[src/rtl/core/rse_pkg.sv]
`timescale 1ns / 1ps
// ----------------------------------------------------------------------------
// rse_pkg
// shared constants, types and GF(256) arithmetic for the RS encoder
// ----------------------------------------------------------------------------
package rse_pkg;

  localparam int MAX_PARITY_DEF = 32;

  localparam int PC_W       = 6;
  localparam int FP_W       = 9;
  localparam int CFG_IDX_W  = 2;
  localparam int CFG_DATA_W = 9;

  localparam logic [PC_W-1:0] PC_RESET   = 6'd16;
  localparam logic [7:0]      RED_RESET  = 8'h1D;

  // configuration register indexes
  localparam logic [CFG_IDX_W-1:0] CFG_PARITY_COUNT = 2'd0;
  localparam logic [CFG_IDX_W-1:0] CFG_FIELD_POLY   = 2'd1;

  typedef struct packed {
    logic [7:0] sym;
    logic       is_parity;
    logic       eoc;
  } res_t;

  typedef struct packed {
    logic clear;
    logic update;
    logic shift;
  } lfsr_ctrl_t;

  // multiply in GF(256), red holds the low byte of the field polynomial
  function automatic logic [7:0] gf_mul(input logic [7:0] a, input logic [7:0] b,
                                        input logic [7:0] red);
    logic [7:0] x;
    logic [7:0] acc;
    x   = a;
    acc = 8'h00;
    for (int k = 0; k < 8; k++) begin
      if (b[k]) acc = acc ^ x;
      x = {x[6:0], 1'b0} ^ (x[7] ? red : 8'h00);
    end
    return acc;
  endfunction

  // multiply by the constant 2
  function automatic logic [7:0] gf_xtime(input logic [7:0] a, input logic [7:0] red);
    return {a[6:0], 1'b0} ^ (a[7] ? red : 8'h00);
  endfunction

  // clamp a raw parity count to 1..maxp
  function automatic int sat_count(input logic [PC_W-1:0] pc, input int maxp);
    int v;
    v = int'(pc);
    if (v < 1) v = 1;
    if (v > maxp) v = maxp;
    return v;
  endfunction

endpackage

[src/rtl/core/rse_obuf.sv]
`timescale 1ns / 1ps
// ----------------------------------------------------------------------------
// rse_obuf
// two-entry output skid buffer for the result channel
// ----------------------------------------------------------------------------
module rse_obuf (
  input  logic          clk,
  input  logic          rst_n,
  input  logic          push,
  input  rse_pkg::res_t push_data,
  output logic          can_push,
  output logic          out_valid,
  input  logic          out_stall,
  output rse_pkg::res_t out_data
);
  import rse_pkg::*;

  res_t main_r;
  res_t skid_r;
  logic main_valid_r;
  logic skid_valid_r;
  logic pop;

  assign pop      = main_valid_r && !out_stall;
  assign can_push = !skid_valid_r;

  always_ff @(posedge clk) begin
    if (!rst_n) begin
      main_valid_r <= 1'b0;
      skid_valid_r <= 1'b0;
    end else if (skid_valid_r) begin
      if (pop) begin
        main_r       <= skid_r;
        skid_valid_r <= 1'b0;
      end
    end else if (push) begin
      if (!main_valid_r || pop) begin
        main_r       <= push_data;
        main_valid_r <= 1'b1;
      end else begin
        skid_r       <= push_data;
        skid_valid_r <= 1'b1;
      end
    end else if (pop) begin
      main_valid_r <= 1'b0;
    end
  end

  assign out_valid = main_valid_r;
  assign out_data  = main_r;

endmodule

[config.mk]
export PLATFORM = sky130hd
export DESIGN_NAME = rse_obuf
export DESIGN_NICKNAME = d
export VERILOG_FILES = /design/src/rtl/core/rse_pkg.sv /design/src/rtl/core/rse_obuf.sv
export SDC_FILE = /design/constraint.sdc
export NUM_CORES = 1
export LEC_CHECK = 0
export BUFFER_PORTS_ARGS = -buffer_cell sky130_fd_sc_hd__buf_2
export CAP_MARGIN = 5
export CORE_MARGIN = 2
export CORE_UTILIZATION = 46
export CTS_CLUSTER_DIAMETER = 100
export CTS_CLUSTER_SIZE = 28
export DETAILED_ROUTE_END_ITERATION = 7
export GPL_ROUTABILITY_DRIVEN = 0
export PLACE_DENSITY = 0.72
export SLEW_MARGIN = 20
export SYNTH_ARGS = -nofsm -noshare
export SYNTH_HDL_FRONTEND = slang
export SYNTH_SLANG_ARGS = --single-unit
export TNS_END_PERCENT = 1
[constraint.sdc]
create_clock -name clk -period 3.3 [get_ports clk]
set_input_delay 0.99 -clock clk [delete_from_list [all_inputs] [get_ports clk]]
set_output_delay 0.99 -clock clk [all_outputs]
set_load 0.005 [all_outputs]
==> impl_metrics.py <==
metrics = {
    "logic_synthesis": {
        "syn_nets": 60,
        "synth_cell_type_count": 15,
        "yosys_warnings": 0,
        "syn_inst": 46,
        "seq_area_frac_synth": 0.726,
        "synth_seq_cells": 22,
        "syn_area_per_cell_um2": 19.2,
        "netlist_area_um2": 882,
    },
    "finish": {
        "syn2layout_area_growth_pct": 21.8,
        "fillers": 149,
        "final_common_cell": "buf_2",
        "final_cell_mix": "25 x buf_2, 20 x edfxtp_1, 6 x mux2_4, 4 x mux2_2, 3 x clkbuf_4",
        "multi_input_area_um2": 203,
        "layout.area.seq_um2": 641,
        "n_antenna_cell": 0,
        "drive_above_1_share": 0.573,
        "nets": 90,
    },
    "global_routing": {
        "grt_pass1_vias": 457,
        "track_usage": 0.128,
        "grt_pass1_wl_mm": 1.90,
        "antenna_found_initial": 0,
        "grt-ovfl-total": 0,
        "grt_max_degree": 16,
    },
    "worst_setup_path": {
        "required_ns": 2.31,
        "rr_startpoint": "skid_valid_r$_SDFF_PN0_",
        "slowest_stage": "dfxtp_1",
        "worstSetupPathType": "flip-flop to output pin",
        "cp_max_fo": 15,
        "cp-end-kind": "output pin",
        "crit_family": "flip-flops",
        "critical_path.startpoint_type": "flip-flop",
        "arrival_ns": 1.34,
        "cp_slowest_stage_delay_ns": 0.81,
        "path_cells": "inv_1 > buf_2",
        "critPathLaunch": "skid_valid_r$_SDFF_PN0_",
        "critPathBufInv": 2,
    },
    "drt": {
        "final_antenna_net_count": 0,
        "drt-total-wl_mm": 1.23,
        "drt_iter0_markers": 5,
        "first_pass_iters": 3,
        "dr_total_vias": 473,
        "wl_per_cell_um": 12.3,
        "via_per_inst": 4.73,
        "drcViolationCount": 0,
    },
    "clock_tree": {
        "cts_buffers": 3,
        "post_cts_resized": 0,
        "clock_sinks": 22,
        "clk_pin_slew_worst_paths_ns": 0.12,
        "root_buffer": "clkbuf_4",
        "postCtsSetupBuffers": 0,
        "clockBufferDepth": 2,
        "cts_max_level": 1,
        "cts_tree": "yes",
        "postCtsHoldBufs": 0,
        "clk_latency_ns": 0.30,
    },
    "status": {
        "outcome": "completed",
    },
    "pwr": {
        "swShare": 0.182,
        "leakage_nw": 0.426,
        "cellPowerDensity_mw_per_mm2": 529,
        "p_seq_frac": 0.569,
        "pwr-share-comb": 0.078,
        "clockPowerShare": 0.353,
        "p_int_w": 0.000465,
        "p_switching_w": 0.000103,
        "peakVddDrop_v": 0.000472,
    },
    "die": {
        "die_area_mm2": 0.00228,
        "rows": 15,
        "fp.dieW_um": 47.8,
        "fp.coreArea_mm2": 0.00176,
        "die_h_um": 47.8,
        "start_util": 0.500,
        "io_pins": 26,
    },
    "min_path": {
        "hold_class": "flip-flop to flip-flop",
        "hp-start": "skid_r[4]$_DFFE_PP_",
    },
    "sta": {
        "min_period_ns": 2.33,
        "setup-violations-final": 0,
        "rsz0062_at_grt": "false",
        "tightest_slew_ns": 0.718,
        "slew_headroom": 0.517,
        "min_period_over_period": 0.705,
        "fmax_mhz": 430,
        "tns_ns": 0,
        "finalHoldViolCount": 0,
        "fin_skew_ns": 0.00674,
        "final-max-slew-violation-count": 0,
        "hold_slack_ns": 0.556,
    },
    "placed_design": {
        "hpwlAfterDp_um": 898,
        "portBuffers": 25,
    },
    "job": {
        "cap_viol_max_count": 0,
    },
}
## power groups by stage
stage / clock network [W] / logic [W] / registers [W]
2_1_floorplan: 0 / 0.0000293 / 0.000327
3_3_place_gp: 0 / 0.0000437 / 0.000330
3_5_place_dp: 0 / 0.0000451 / 0.000330
4_1_cts: 0.000208 / 0.0000453 / 0.000324
5_1_grt: 0.000217 / 0.0000491 / 0.000325
6_report: 0.000201 / 0.0000443 / 0.000324
## state kept, by name (all words and copies together), names as in the netlist
name / cells
out_data: 10
out_valid: 1
skid_r: 10
skid_valid_r: 1
## worst reg2reg max path, delay by kind of cell, from the launching register on
| kind | cells | cell delay, ns |
|---|---|---|
| simple gates | 2 | 0.92 |
| flops | 1 | 0.56 |
| buf+inv | 1 | 0.27 |
## area by class of cell
| cell class | instances | share of cell area |
|---|---|---|
| sequential | 22 | 0.596 |
| clock buffer | 3 | 0.0210 |
| tap | 25 | 0.0291 |
| clock inverter | 1 | 0.0279 |
| inverter | 2 | 0.00698 |
| timing repair buffer | 27 | 0.130 |
| multi-input combinational | 20 | 0.189 |
## per-stage QoR
step | std cells | cell area [µm²] | setup WS, ns | total power (W) | utilization
after floorplan | 46 | 882 | 1.06 | 0.000357 | -
after global placement | 96 | 1020 | 1.01 | 0.000374 | 0.579
after detailed placement | 96 | 1020 | 0.914 | 0.000375 | 0.579
after CTS | 100 | 1070 | 0.943 | 0.000577 | 0.609
after global routing | 100 | 1070 | 0.834 | 0.000591 | 0.609
final | 100 | 1070 | 0.975 | 0.000569 | 0.609
## Yosys cell counts
library cell	instances	area, µm²
a21oi_1	2	10.0
a221oi_2	1	15.0
buf_12	1	20.0
buf_6	1	11.3
dfxtp_1	2	40.0
edfxtp_1	20	601
inv_1	2	7.51
mux2_2	4	45.0
mux2_4	6	90.1
nand2_1	1	3.75
nand2_4	1	11.3
nand2b_1	1	6.26
nor2b_1	1	6.26
nor3_1	2	10.0
o21ai_0	1	5.00
## kinds of logic (layout without fill, tap and decap cells)
logic type	Yosys count	in the layout	share of synthesized area
AO/OA/AOI/OAI	4	4	0.0340
AND/OR/NAND/NOR	6	6	0.0426
multiplexers	10	10	0.153
flip-flops	22	22	0.726
buffers and inverters	4	33	0.0440
## layer usage
metal,GRT usage,vias up,wire length [µm]
li1,-,234,-
met2,0.221,16,647
met5,0,-,0
met3,0.0340,2,76
met1,0.131,221,492
met4,0.0973,0,12
## final timing paths
path	endpoint	slack, ns	cells past startpoint
max	can_push	0.97	2
min	out_data[4]$_DFFE_PP_	0.56	1
max reg2reg	skid_r[1]$_DFFE_PP_	1.28	3
min reg2reg	out_data[4]$_DFFE_PP_	0.56	1
Note: power is estimated with default switching activity, not from simulation.
